<file path="src/hw/rtl/est_pkg.sv">
`default_nettype none
// ----------------------------------------------------------------------------
// est_pkg: shared types and constants of the event subscription table
// Opcodes, event ID codes, slot memory word layout and sequencer states.
// ----------------------------------------------------------------------------
package est_pkg;

  localparam int unsigned OP_W   = 3;
  localparam int unsigned ID_W   = 8;
  localparam int unsigned SND_W  = 16;
  localparam int unsigned PCNT_W = 5;

  localparam logic [ID_W-1:0] DELETED_ID = 8'd0;
  localparam logic [ID_W-1:0] LOS_ID     = 8'd1;

  typedef enum logic [OP_W-1:0] {
    OP_REGISTER    = 3'd0,
    OP_REMOVE      = 3'd1,
    OP_POST        = 3'd2,
    OP_CHECK_CLEAR = 3'd3,
    OP_CLEAR_ALL   = 3'd4,
    OP_QUERY       = 3'd5,
    OP_IS_REG      = 3'd6
  } op_t;

  typedef struct packed {
    logic [ID_W-1:0]  ev_id;
    logic             pend;
    logic             sok;
    logic [SND_W-1:0] sender;
  } slot_t;

  typedef enum logic [2:0] {
    ST_INIT,
    ST_IDLE,
    ST_RD,
    ST_TEST,
    ST_DONE
  } state_t;

endpackage
`default_nettype wire

</file>
<file path="src/hw/rtl/est_ram.sv">
`default_nettype none
// ----------------------------------------------------------------------------
// est_ram: generic simple dual-port RAM
// One write port, one read port with registered read data.
// ----------------------------------------------------------------------------
module est_ram #(
  parameter int unsigned WIDTH = 26,
  parameter int unsigned DEPTH = 16
) (
  input  wire logic                     clk,
  input  wire logic                     we,
  input  wire logic [$clog2(DEPTH)-1:0] waddr,
  input  wire logic [WIDTH-1:0]         wdata,
  input  wire logic [$clog2(DEPTH)-1:0] raddr,
  output      logic [WIDTH-1:0]         rdata
);

  logic [WIDTH-1:0] mem [DEPTH];

  always_ff @(posedge clk) begin
    if (we) begin
      mem[waddr] <= wdata;
    end
    rdata <= mem[raddr];
  end

endmodule
`default_nettype wire

</file>
<file path="src/hw/rtl/event_subscription_table_top.sv">
`default_nettype none
// ----------------------------------------------------------------------------
// event_subscription_table_top: per-object event subscription table
// Commands arrive on the in_ channel (opcode, event ID, sender ID); each
// command gives exactly one result beat on the out_ channel with hit flags,
// the stored last sender, the pending count and the generic pending flag.
// Both channels use valid/stall; a beat moves when valid is high and stall
// is low. Slots live in one slot memory with a registered read port, which
// is scanned one slot at a time from slot 0 upwards, through a read state
// and a test state per slot. A scan covers up to the slots in use, or
// SLOTS for clear-all; an unused opcode or a register of ID 0 skips the
// scan. One command is in work at a time; a new command is taken once
// the previous result sits in the output register, even if that result
// is still stalled.
// After reset a clearing pass writes every slot of the slot memory, with
// line-of-sight in slot 0; in_stall stays high during that pass.
// A stalled result holds in the output register; a finished command waits
// for it to drain before its own result is loaded.
// ----------------------------------------------------------------------------
module event_subscription_table_top #(
  parameter int unsigned SLOTS = 16
) (
  input  wire logic                       clk,
  input  wire logic                       rst_n,
  input  wire logic                       in_valid,
  output      logic                       in_stall,
  input  wire logic [est_pkg::OP_W-1:0]   in_opcode,
  input  wire logic [est_pkg::ID_W-1:0]   in_event_id,
  input  wire logic [est_pkg::SND_W-1:0]  in_sender_id,
  output      logic                       out_valid,
  input  wire logic                       out_stall,
  output      logic                       out_hit,
  output      logic [est_pkg::SND_W-1:0]  out_last_sender,
  output      logic                       out_sender_valid,
  output      logic                       out_sender_match,
  output      logic [est_pkg::PCNT_W-1:0] out_pending_count,
  output      logic                       out_generic_pending,
  output      logic                       out_table_full
);

  localparam int unsigned IW = $clog2(SLOTS);
  localparam int unsigned UW = $clog2(SLOTS + 1);
  localparam int unsigned SW = $bits(est_pkg::slot_t);

  est_pkg::state_t                state_r, state_nxt;
  logic [IW-1:0]                  idx_r, idx_nxt;
  logic [UW-1:0]                  used_r, used_nxt;
  logic [UW-1:0]                  cnt_r, cnt_nxt;
  logic                           gen_r, gen_nxt;
  est_pkg::op_t                   op_r, op_nxt;
  logic [est_pkg::ID_W-1:0]       id_r, id_nxt;
  logic [est_pkg::SND_W-1:0]      snd_r, snd_nxt;
  logic                           hit_r, hit_nxt;
  logic [est_pkg::SND_W-1:0]      last_r, last_nxt;
  logic                           sval_r, sval_nxt;
  logic                           smatch_r, smatch_nxt;
  logic                           full_r, full_nxt;
  logic                           out_valid_r, out_valid_nxt;
  logic                           out_hit_r;
  logic [est_pkg::SND_W-1:0]      out_last_r;
  logic                           out_sval_r;
  logic                           out_smatch_r;
  logic [est_pkg::PCNT_W-1:0]     out_cnt_r;
  logic                           out_gen_r;
  logic                           out_full_r;

  logic                           we;
  logic [IW-1:0]                  waddr;
  est_pkg::slot_t                 wdata;
  logic [SW-1:0]                  rd_bits;
  est_pkg::slot_t                 rd;

  logic                           accept;
  logic                           skip;
  logic                           drop;
  logic [UW-1:0]                  cnt_dec;
  logic [UW-1:0]                  cnt_eff;
  logic                           pend_eff;
  logic                           idmatch;
  logic                           found;
  logic                           last_slot;
  logic                           init_last;
  logic                           out_free;

  est_ram #(
    .WIDTH (SW),
    .DEPTH (SLOTS)
  ) u_slot_ram (
    .clk   (clk),
    .we    (we),
    .waddr (waddr),
    .wdata (wdata),
    .raddr (idx_r),
    .rdata (rd_bits)
  );

  assign rd        = est_pkg::slot_t'(rd_bits);
  assign in_stall  = (state_r != est_pkg::ST_IDLE);
  assign accept    = in_valid && !in_stall;
  assign init_last = (idx_r == IW'(SLOTS - 1));
  assign out_free  = !out_valid_r || !out_stall;

  // decode of a new command
  always_comb begin
    unique case (in_opcode) inside
      est_pkg::OP_REGISTER: skip = (in_event_id == est_pkg::DELETED_ID);
      est_pkg::OP_REMOVE, est_pkg::OP_POST, est_pkg::OP_CHECK_CLEAR,
      est_pkg::OP_CLEAR_ALL, est_pkg::OP_QUERY, est_pkg::OP_IS_REG: skip = 1'b0;
      default: skip = 1'b1;
    endcase
  end

  // slot test
  always_comb begin
    drop     = (op_r == est_pkg::OP_CHECK_CLEAR) && (idx_r == '0) &&
               (id_r != est_pkg::LOS_ID) && rd.pend;
    cnt_dec  = (cnt_r != '0) ? cnt_r - UW'(1) : '0;
    cnt_eff  = drop ? cnt_dec : cnt_r;
    pend_eff = rd.pend && !drop;
    idmatch  = (rd.ev_id == id_r);
    unique case (op_r) inside
      est_pkg::OP_REGISTER:
        found = (rd.ev_id == est_pkg::DELETED_ID) || idmatch;
      est_pkg::OP_REMOVE, est_pkg::OP_POST, est_pkg::OP_QUERY, est_pkg::OP_IS_REG:
        found = (id_r != est_pkg::DELETED_ID) && idmatch;
      est_pkg::OP_CHECK_CLEAR:
        found = (id_r != est_pkg::DELETED_ID) && idmatch && pend_eff && (cnt_eff != '0);
      default: found = 1'b0;
    endcase
    if (op_r == est_pkg::OP_CLEAR_ALL) begin
      last_slot = init_last;
    end else begin
      last_slot = (UW'(idx_r) + UW'(1) == used_r);
    end
  end

  // next state
  always_comb begin
    state_nxt = state_r;
    unique case (state_r)
      est_pkg::ST_INIT: if (init_last) state_nxt = est_pkg::ST_IDLE;
      est_pkg::ST_IDLE: begin
        if (accept) begin
          state_nxt = skip ? est_pkg::ST_DONE : est_pkg::ST_RD;
        end
      end
      est_pkg::ST_RD:   state_nxt = est_pkg::ST_TEST;
      est_pkg::ST_TEST: begin
        if (found || last_slot) begin
          state_nxt = est_pkg::ST_DONE;
        end else begin
          state_nxt = est_pkg::ST_RD;
        end
      end
      est_pkg::ST_DONE: if (out_free) state_nxt = est_pkg::ST_IDLE;
      default:          state_nxt = est_pkg::ST_INIT;
    endcase
  end

  // datapath and memory write
  always_comb begin
    we            = 1'b0;
    waddr         = idx_r;
    wdata         = rd;
    idx_nxt       = idx_r;
    used_nxt      = used_r;
    cnt_nxt       = cnt_r;
    gen_nxt       = gen_r;
    op_nxt        = op_r;
    id_nxt        = id_r;
    snd_nxt       = snd_r;
    hit_nxt       = hit_r;
    last_nxt      = last_r;
    sval_nxt      = sval_r;
    smatch_nxt    = smatch_r;
    full_nxt      = full_r;
    out_valid_nxt = out_valid_r && out_stall;
    unique case (state_r)
      est_pkg::ST_INIT: begin
        we          = 1'b1;
        wdata       = '0;
        wdata.ev_id = (idx_r == '0) ? est_pkg::LOS_ID : est_pkg::DELETED_ID;
        idx_nxt     = init_last ? '0 : idx_r + IW'(1);
      end
      est_pkg::ST_IDLE: begin
        if (accept) begin
          op_nxt     = est_pkg::op_t'(in_opcode);
          id_nxt     = in_event_id;
          snd_nxt    = in_sender_id;
          idx_nxt    = '0;
          hit_nxt    = 1'b0;
          last_nxt   = '0;
          sval_nxt   = 1'b0;
          smatch_nxt = 1'b0;
          full_nxt   = 1'b0;
          if (in_opcode == est_pkg::OP_CLEAR_ALL) begin
            cnt_nxt = '0;
            gen_nxt = 1'b0;
          end
        end
      end
      est_pkg::ST_RD: begin
      end
      est_pkg::ST_TEST: begin
        idx_nxt = idx_r + IW'(1);
        if (drop) begin
          we         = 1'b1;
          wdata.pend = 1'b0;
          cnt_nxt    = cnt_dec;
        end
        if (op_r == est_pkg::OP_CLEAR_ALL) begin
          we         = 1'b1;
          wdata.pend = 1'b0;
        end
        if (found) begin
          unique case (op_r) inside
            est_pkg::OP_REGISTER: begin
              if (!idmatch) begin
                we          = 1'b1;
                wdata.ev_id = id_r;
                wdata.pend  = 1'b0;
                wdata.sok   = 1'b0;
              end
            end
            est_pkg::OP_REMOVE: begin
              we          = 1'b1;
              wdata.ev_id = est_pkg::DELETED_ID;
              wdata.pend  = 1'b0;
              wdata.sok   = 1'b0;
              if (rd.pend) cnt_nxt = cnt_dec;
            end
            est_pkg::OP_POST: begin
              we           = 1'b1;
              wdata.pend   = 1'b1;
              wdata.sok    = 1'b1;
              wdata.sender = snd_r;
              if (!rd.pend) cnt_nxt = cnt_r + UW'(1);
              gen_nxt      = 1'b1;
              hit_nxt      = 1'b1;
            end
            est_pkg::OP_CHECK_CLEAR: begin
              we         = 1'b1;
              wdata.pend = 1'b0;
              cnt_nxt    = cnt_dec;
              gen_nxt    = (cnt_dec != '0);
              hit_nxt    = 1'b1;
            end
            est_pkg::OP_QUERY: begin
              hit_nxt = 1'b1;
              if (rd.sok) begin
                sval_nxt   = 1'b1;
                last_nxt   = rd.sender;
                smatch_nxt = (rd.sender == snd_r);
              end
            end
            est_pkg::OP_IS_REG: hit_nxt = 1'b1;
            default: begin
            end
          endcase
        end else if (last_slot && (op_r == est_pkg::OP_REGISTER)) begin
          // grow the table by one slot, or flag it full
          if (used_r == UW'(SLOTS)) begin
            full_nxt = 1'b1;
          end else begin
            we          = 1'b1;
            waddr       = used_r[IW-1:0];
            wdata       = '0;
            wdata.ev_id = id_r;
            used_nxt    = used_r + UW'(1);
          end
        end
      end
      est_pkg::ST_DONE: begin
        if (out_free) out_valid_nxt = 1'b1;
      end
      default: begin
      end
    endcase
  end

  always_ff @(posedge clk) begin
    if (!rst_n) begin
      state_r     <= est_pkg::ST_INIT;
      idx_r       <= '0;
      used_r      <= UW'(1);
      cnt_r       <= '0;
      gen_r       <= 1'b0;
      out_valid_r <= 1'b0;
    end else begin
      state_r     <= state_nxt;
      idx_r       <= idx_nxt;
      used_r      <= used_nxt;
      cnt_r       <= cnt_nxt;
      gen_r       <= gen_nxt;
      out_valid_r <= out_valid_nxt;
    end
  end

  always_ff @(posedge clk) begin
    op_r     <= op_nxt;
    id_r     <= id_nxt;
    snd_r    <= snd_nxt;
    hit_r    <= hit_nxt;
    last_r   <= last_nxt;
    sval_r   <= sval_nxt;
    smatch_r <= smatch_nxt;
    full_r   <= full_nxt;
    if ((state_r == est_pkg::ST_DONE) && out_free) begin
      out_hit_r    <= hit_r;
      out_last_r   <= last_r;
      out_sval_r   <= sval_r;
      out_smatch_r <= smatch_r;
      out_cnt_r    <= est_pkg::PCNT_W'(cnt_r);
      out_gen_r    <= gen_r;
      out_full_r   <= full_r;
    end
  end

  assign out_valid           = out_valid_r;
  assign out_hit             = out_hit_r;
  assign out_last_sender     = out_last_r;
  assign out_sender_valid    = out_sval_r;
  assign out_sender_match    = out_smatch_r;
  assign out_pending_count   = out_cnt_r;
  assign out_generic_pending = out_gen_r;
  assign out_table_full      = out_full_r;

endmodule
`default_nettype wire

</file>
<file path="config.mk">
export PLATFORM = sky130hd
export DESIGN_NAME = event_subscription_table_top
export DESIGN_NICKNAME = d
export VERILOG_FILES = /design/src/hw/rtl/est_pkg.sv /design/src/hw/rtl/est_ram.sv /design/src/hw/rtl/event_subscription_table_top.sv
export SDC_FILE = /design/constraint.sdc
export NUM_CORES = 1
export LEC_CHECK = 0
export BUFFER_PORTS_ARGS = -buffer_cell sky130_fd_sc_hd__buf_2
export CORE_ASPECT_RATIO = 1.25
export CORE_MARGIN = 5
export CORE_UTILIZATION = 50
export CTS_CLUSTER_DIAMETER = 30
export DETAILED_ROUTE_END_ITERATION = 6
export GPL_TIMING_DRIVEN = 0
export MAX_ROUTING_LAYER = met4
export PLACE_DENSITY_LB_ADDON = 0.1
export SETUP_SLACK_MARGIN = 0.02
export SLEW_MARGIN = 20
export SYNTH_ARGS = -nofsm -noshare
export SYNTH_HDL_FRONTEND = slang
export SYNTH_SLANG_ARGS = --single-unit
</file>
<file path="constraint.sdc">
create_clock -name clk -period 9.4 [get_ports clk]
set_input_delay 0.94 -clock clk [delete_from_list [all_inputs] [get_ports clk]]
set_output_delay 0.94 -clock clk [all_outputs]
set_load 0.005 [all_outputs]
</file>
# [Word level (Yosys, flattened, before mapping)]
# Memory sizes are Yosys's and may differ from the RTL's. A register that Yosys moved wholly into a read port is not among the register bits.
# Index checks and enable logic that the tools add are counted.
# Widths: inputs -> output; s select.
[op_classes] n_addsub=5 eq_ne=35 n_mux=75 bitwise_logic=2 n_reduce_logical=44
[op_table] cell="$mux 16" n=5
[op_table] cell="$mux 26" n=3
[op_table] cell="$pmux 26 s2" n=1
[op_table] cell="$mux 5" n=7
[op_table] cell="$pmux 16 s2" n=1
[op_table] cell="$mux 1" n=29
[op_table] cell="$mux 4" n=6
[op_table] cell="$eq 3x3->1 const B" n=7
[op_table] cell="$ne 2x2->1 const B" n=10
[op_table] cell="$eq 3x2->1 const B" n=6
[op_table] cell="$pmux 1 s2" n=9
[op_table] cell="$eq 16x16->1" n=1
[op_table] cell="$logic_not 8->1" n=2
[op_table] cell="$pmux 8 s2" n=1
[op_table] cell="$mux 3" n=5
[op_table] cell="$pmux 3 s5" n=1
[op_table] cell="$pmux 5 s3" n=1
[op_table] cell="$reduce_and 5->1" n=3
[op_table] cell="$reduce_bool 5->1" n=3
[op_table] cell="$pmux 4 s3" n=1
[op_table] cell="$logic_and 1x1->1" n=11
[op_table] cell="$add 5x1->5 const B" n=2
[op_table] cell="$mux 10" n=1
[op_table] cell="$pmux 5 s2" n=1
[op_table] cell="other kinds (28)" n=44
[totals] regBits=92 ramBits=416 in_bits=31 out_inout_bits=28 elab_cells=183 n_memories=1
[memory_table] name="u_slot_ram.mem" depth=16 word_bits=26 read_ports=1 rd_clocked_by_memory_dff=1 wr=1 line="est_ram.sv:18" source="logic [WIDTH-1:0] mem [DEPTH];"

# [Logic depth before layout (Yosys ltp)]
[depth] word_depth=13 ltp_mapped=14 mapped_depth_nobuf=9

# [Cells and area by module]
# Synthesis repeated with hierarchy kept, for this count alone.
[unflattened] hier_cells=1140 hier_area_um2=21250.4
[by_module_without_submodules] module="est_ram" instances=1 cells_per_inst=686 area_per_inst_um2=16377.0 seq_area_each_um2=13012.5
[by_module_without_submodules] module="event_subscription_table_top" instances=1 cells_per_inst=454 area_per_inst_um2=4873.4 seq_area_each_um2=2572.5

# [Worst setup path after synthesis]
# Ideal clock, no wire load.
[synth_timing] path_type="reg-to-reg" from="reg idx_r[1]" to="mem u_slot_ram.mem[7][0] (enable)" setup_time_ns=0.449 t_arrival_ns=4.902 slack_ns=4.049 stages_incl_launch_ff=12 path_buffers=3 period_less_slack_ns=5.351 cell_sequence="dfxtp_1 clkbuf_1 clkbuf_1 buf_1 inv_1 ha_1 xnor2_1 nand3_1 nor4_4 mux2i_1 inv_1 a211oi_1"
[synth_between] elab_chain_len=13 elab_cells_between_ends=30 cone_classes="add/sub (1); eq/ne (2); mux (17); reduce/logical (10)"
[synth_rtl] element="start: declaration" line="event_subscription_table_top.sv:46" source="logic [IW-1:0] idx_r, idx_nxt;"
[synth_rtl] element="start signal: assignment" line="event_subscription_table_top.sv:291" source="idx_r <= idx_nxt;"
[synth_rtl] element="branches (longest 13 deep; another with $add 4x1->5)"
[synth_rtl] element="end: declaration" line="est_ram.sv:18"
# Several ways; the timed one is not identified.

# [Worst setup path after layout]
[layout_timing] from="reg idx_r[1]" to="mem u_slot_ram.mem[10][1] (enable)"
# The elaborated chain is that of the path after synthesis.

==> results_dict.tcl <==
set metrics [dict create \
    syn_avg_cell_area_sq_um 18.6 \
    crit_arrival_ns 6.30 \
    fin_nets 1382 \
    io_pins 59 \
    synthXorXnorAreaFrac 0.0147 \
    rows 84 \
    cts_buffer_depth 3 \
    grt_antenna_before_repair 0 \
    post-route-period-util 0.635 \
    die_area_sq_um 47000 \
    synth_fa_ha_area_frac 0.00351 \
    vias 11800 \
    clock_latency_ns 0.62 \
    cts_sinks 534 \
    yosys.area_share.simple 0.0487 \
    worst_pin_slew_ns 1.04 \
    rsz0062_at_grt "false" \
    hold_buffers 0 \
    synthArstFlopShare 0 \
    syn-cell-area_sq_um 21400 \
    r2r_end "u_slot_ram.mem[10][1]$_DFFE_PP_" \
    grt_use_total 0.237 \
    p_leak_nw 9.17 \
    htree_num_levels 3 \
    dp_hpwl_mm 36.0 \
    cp_data_required_time_ns 9.73 \
    worst_path_most_repeated_cell "clkbuf_1" \
    cp_max_fo 10 \
    reg2reg_from "idx_r[1]$_SDFFE_PN0P_" \
    cts_setup_buffers 0 \
    ys_seq_area_frac 0.729 \
    status "finished, final reports clean" \
    grt_max_degree 18 \
    vdd_drop_max_mv 0.138 \
    rrSetupSlack_ns 3.43 \
    die_h_um 241 \
    cts_inserted_buffers 88 \
    synth_seq_cells 534 \
    dp_cells 1812 \
    critPathMaxStageDelay_ns 0.73 \
    antenna_cells 0 \
    startpoint "idx_r[1]$_SDFFE_PN0P_" \
    criticalPathCategory "reg2reg" \
    yosysUniqueCellTypes 70 \
    whs_ns 0.411 \
    rr_worst_depth 16 \
    crit_path_start_kind "flop" \
    ys_top_cells_by_area "edfxtp_1 (69%), mux4_2 (14%), dfxtp_1 (4.2%)" \
    synth_compound_area_frac 0.0465 \
    finalNonFillerCells 1979 \
    wire_per_inst_um 26.8 \
    postSynthCellCount 1149 \
    netlist.area_leader.share 0.686 \
    ys_warn_count 0 \
    hold_class "reg2reg" \
    critPathSlowestCell "nor3_2" \
    overflow 0 \
    setup_slack_ns 3.43 \
    grt_pass1_vias 12200 \
    vias_per_cell 5.94 \
    total_power_mw 6.25 \
    synth_edf_count 489 \
    cp-endpoint "u_slot_ram.mem[10][1]$_DFFE_PP_" \
    core-area_sq_um 42300 \
    max-slew-margin-rel 0.307 \
    finalSetupViolCount 0 \
    grt_pass1_wl_mm 79.5 \
    syn_nets 1186 \
    hold_viol 0 \
    maxCapViolCount 0 \
    finClkSkew_ns 0.0182 \
    synth_mux_area_frac 0.141 \
    report.final.slew_viol_count 0 \
    firstDrtPassIters 5 \
    fmax_ghz 0.168 \
    area_growth_pct 22.9 \
    wirelength_mm 53.0 \
    powerDensity_nw_per_um2 238 \
    synth_top_family_by_area "multiplexers" \
    gp_congestion 0.918 \
    ant_nets 0 \
    end_kind "flop" \
    drive_above_1_share 0.309 \
    period_minus_slack_ns 5.97 \
    first_iter_violations 1071 \
    pre_cts_slack_ns 3.51 \
    initial_utilization 0.506 \
    drc_errors 0 \
    portBuffers 57 \
    root_buffer "clkbuf_16" \
    fp.dieW_um 195 \
    synth_top_area_cell "edfxtp_1" \
    path_cells "clkbuf_1 -> clkbuf_1 -> buf_1 -> inv_1 -> ha_1 -> nor3b_1 -> nand2b_1 -> nor4_1 -> o21ai_1 -> and3_1 -> clkbuf_1 -> o21ai_2 -> buf_2 -> nor3_2 -> buf_4 -> buf_6" \
    cts_tree "yes" \
    ys.flop_type "edfxtp_1" \
    clk_pin_slew_ns 0.05 \
    ctsResizeCount 0 \
]
-- cells in the final DEF, fill, tap and decap left out, types with 10 or more instances in the layout --
master and n:
nand4_1 11, dfxtp_1 45, xnor2_1 15, clkbuf_16 89
buf_6 13, nor3_1 16, buf_2 67, nor4_1 10
a21oi_1 24, clkbuf_1 59, nand3_1 15, nor2_1 36
and3_1 21, inv_1 23, edfxtp_1 489, o21ai_0 21
a22o_1 16, mux4_2 130, buf_4 22, clkinv_2 13
bufinv_16 10, nand2_1 47, xor2_1 21, clkinv_4 10
-- stage by stage --
| stage | TNS (ns) | area, sq um | util |
|---|---|---|---|
| 4_1_cts | 0 | 26200 | 0.621 |
| 3_3_place_gp | -2.82 | 22400 | 0.530 |
| 6_report | 0 | 26300 | 0.622 |
| 3_5_place_dp | 0 | 23200 | 0.548 |
| 5_1_grt | 0 | 26300 | 0.622 |
| 2_1_floorplan | 0 | 21400 | - |
-- report_power, final --
part           leakage [nW]  switching, mW  total, mW  internal [mW]
sequential             5.26         0.0380       2.67           2.64
clock                  1.47           1.17       3.24           2.07
combinational          2.44          0.179      0.332          0.152
-- cell usage after synthesis (all sizes together), types with 4 or more instances --
| master | count |
|---|---|
| nor3 | 20 |
| nand3 | 16 |
| o21ai | 25 |
| a211oi | 10 |
| a21oi | 25 |
| a211o | 5 |
| nand2 | 47 |
| nor3b | 4 |
| a22o | 16 |
| edfxtp | 489 |
| nor4 | 11 |
| a21o | 5 |
| xnor2 | 15 |
| a31oi | 9 |
| clkbuf | 46 |
| and3 | 21 |
| nor2 | 43 |
| nand4 | 11 |
| nand2b | 9 |
| o22ai | 7 |
| or3 | 4 |
| o21a | 6 |
| ha | 6 |
| mux4 | 130 |
| dfxtp | 45 |
| inv | 24 |
| mux2i | 4 |
| buf | 21 |
| xor2 | 21 |
| nor2b | 6 |
-- routing by layer --
| metal | vias to the layer above | global-route usage | share of wire |
|---|---|---|---|
| met2 | 398 | 0.403 | 0.51 |
| met3 | 92 | 0.0396 | 0.056 |
| met5 | - | - | 0 |
| met4 | 0 | 0.0717 | 0.023 |
| met1 | 6148 | 0.298 | 0.41 |
| li1 | 5117 | - | - |
-- sequential cells by signal, summed over array words and instances (netlist names), 3 cells and up --
name and count:
u_slot_ram.mem 416, u_slot_ram.rdata 26, last_r 16, out_last_sender 16
snd_r 16, id_r 8, cnt_r 5, out_pending_count 5
used_r 5, idx_r 4, op_r 3, state_r 3
-- critical path, delay by kind of cell, from the launching register on --
family / cells / cell delay (ns)
adder cells (fa/ha/maj): 1 / 0.26
AO/OA/AOI/OAI: 2 / 0.59
buffers and inverters: 8 / 3.15
flip-flops: 1 / 0.32
AND/OR/NAND/NOR: 5 / 1.34
-- worst min path at each step --
stage                                  from  depth (start not counted)                      endpoint  slack, ns
floorplan                   hit_r$_DFFE_PP_                          0             out_hit$_DFFE_PP_       0.40
global placement    last_r[5]$_SDFFCE_PN0P_                          0  out_last_sender[5]$_DFFE_PP_       0.40
detailed placement  last_r[9]$_SDFFCE_PN0P_                          0  out_last_sender[9]$_DFFE_PP_       0.40
CTS                 last_r[3]$_SDFFCE_PN0P_                          0  out_last_sender[3]$_DFFE_PP_       0.42
global route        last_r[5]$_SDFFCE_PN0P_                          0  out_last_sender[5]$_DFFE_PP_       0.42
finish              last_r[3]$_SDFFCE_PN0P_                          0  out_last_sender[3]$_DFFE_PP_       0.41
-- kinds of logic (layout without fill, tap and decap cells) --
family          count (synthesis)  after routing
compound gates                141            141
xor+xnor                       36             36
fa+ha+maj                       6              6
buf+inv                        92            363
flops                         534            534
mux                           137            137
simple gates                  203            203
-- layout make-up --
cell class | instances | area [sq um]
clock buffers | 105 | 2320
flip-flops and latches | 534 | 15600
multi-input cells | 523 | 5620
fillers | 3037 | 16000
plain buffers | 67 | 290
inverters | 25 | 93.8
clock inverters | 60 | 753
repair buffers | 106 | 928
well taps | 559 | 699
Power figures use the tool's default switching activity.
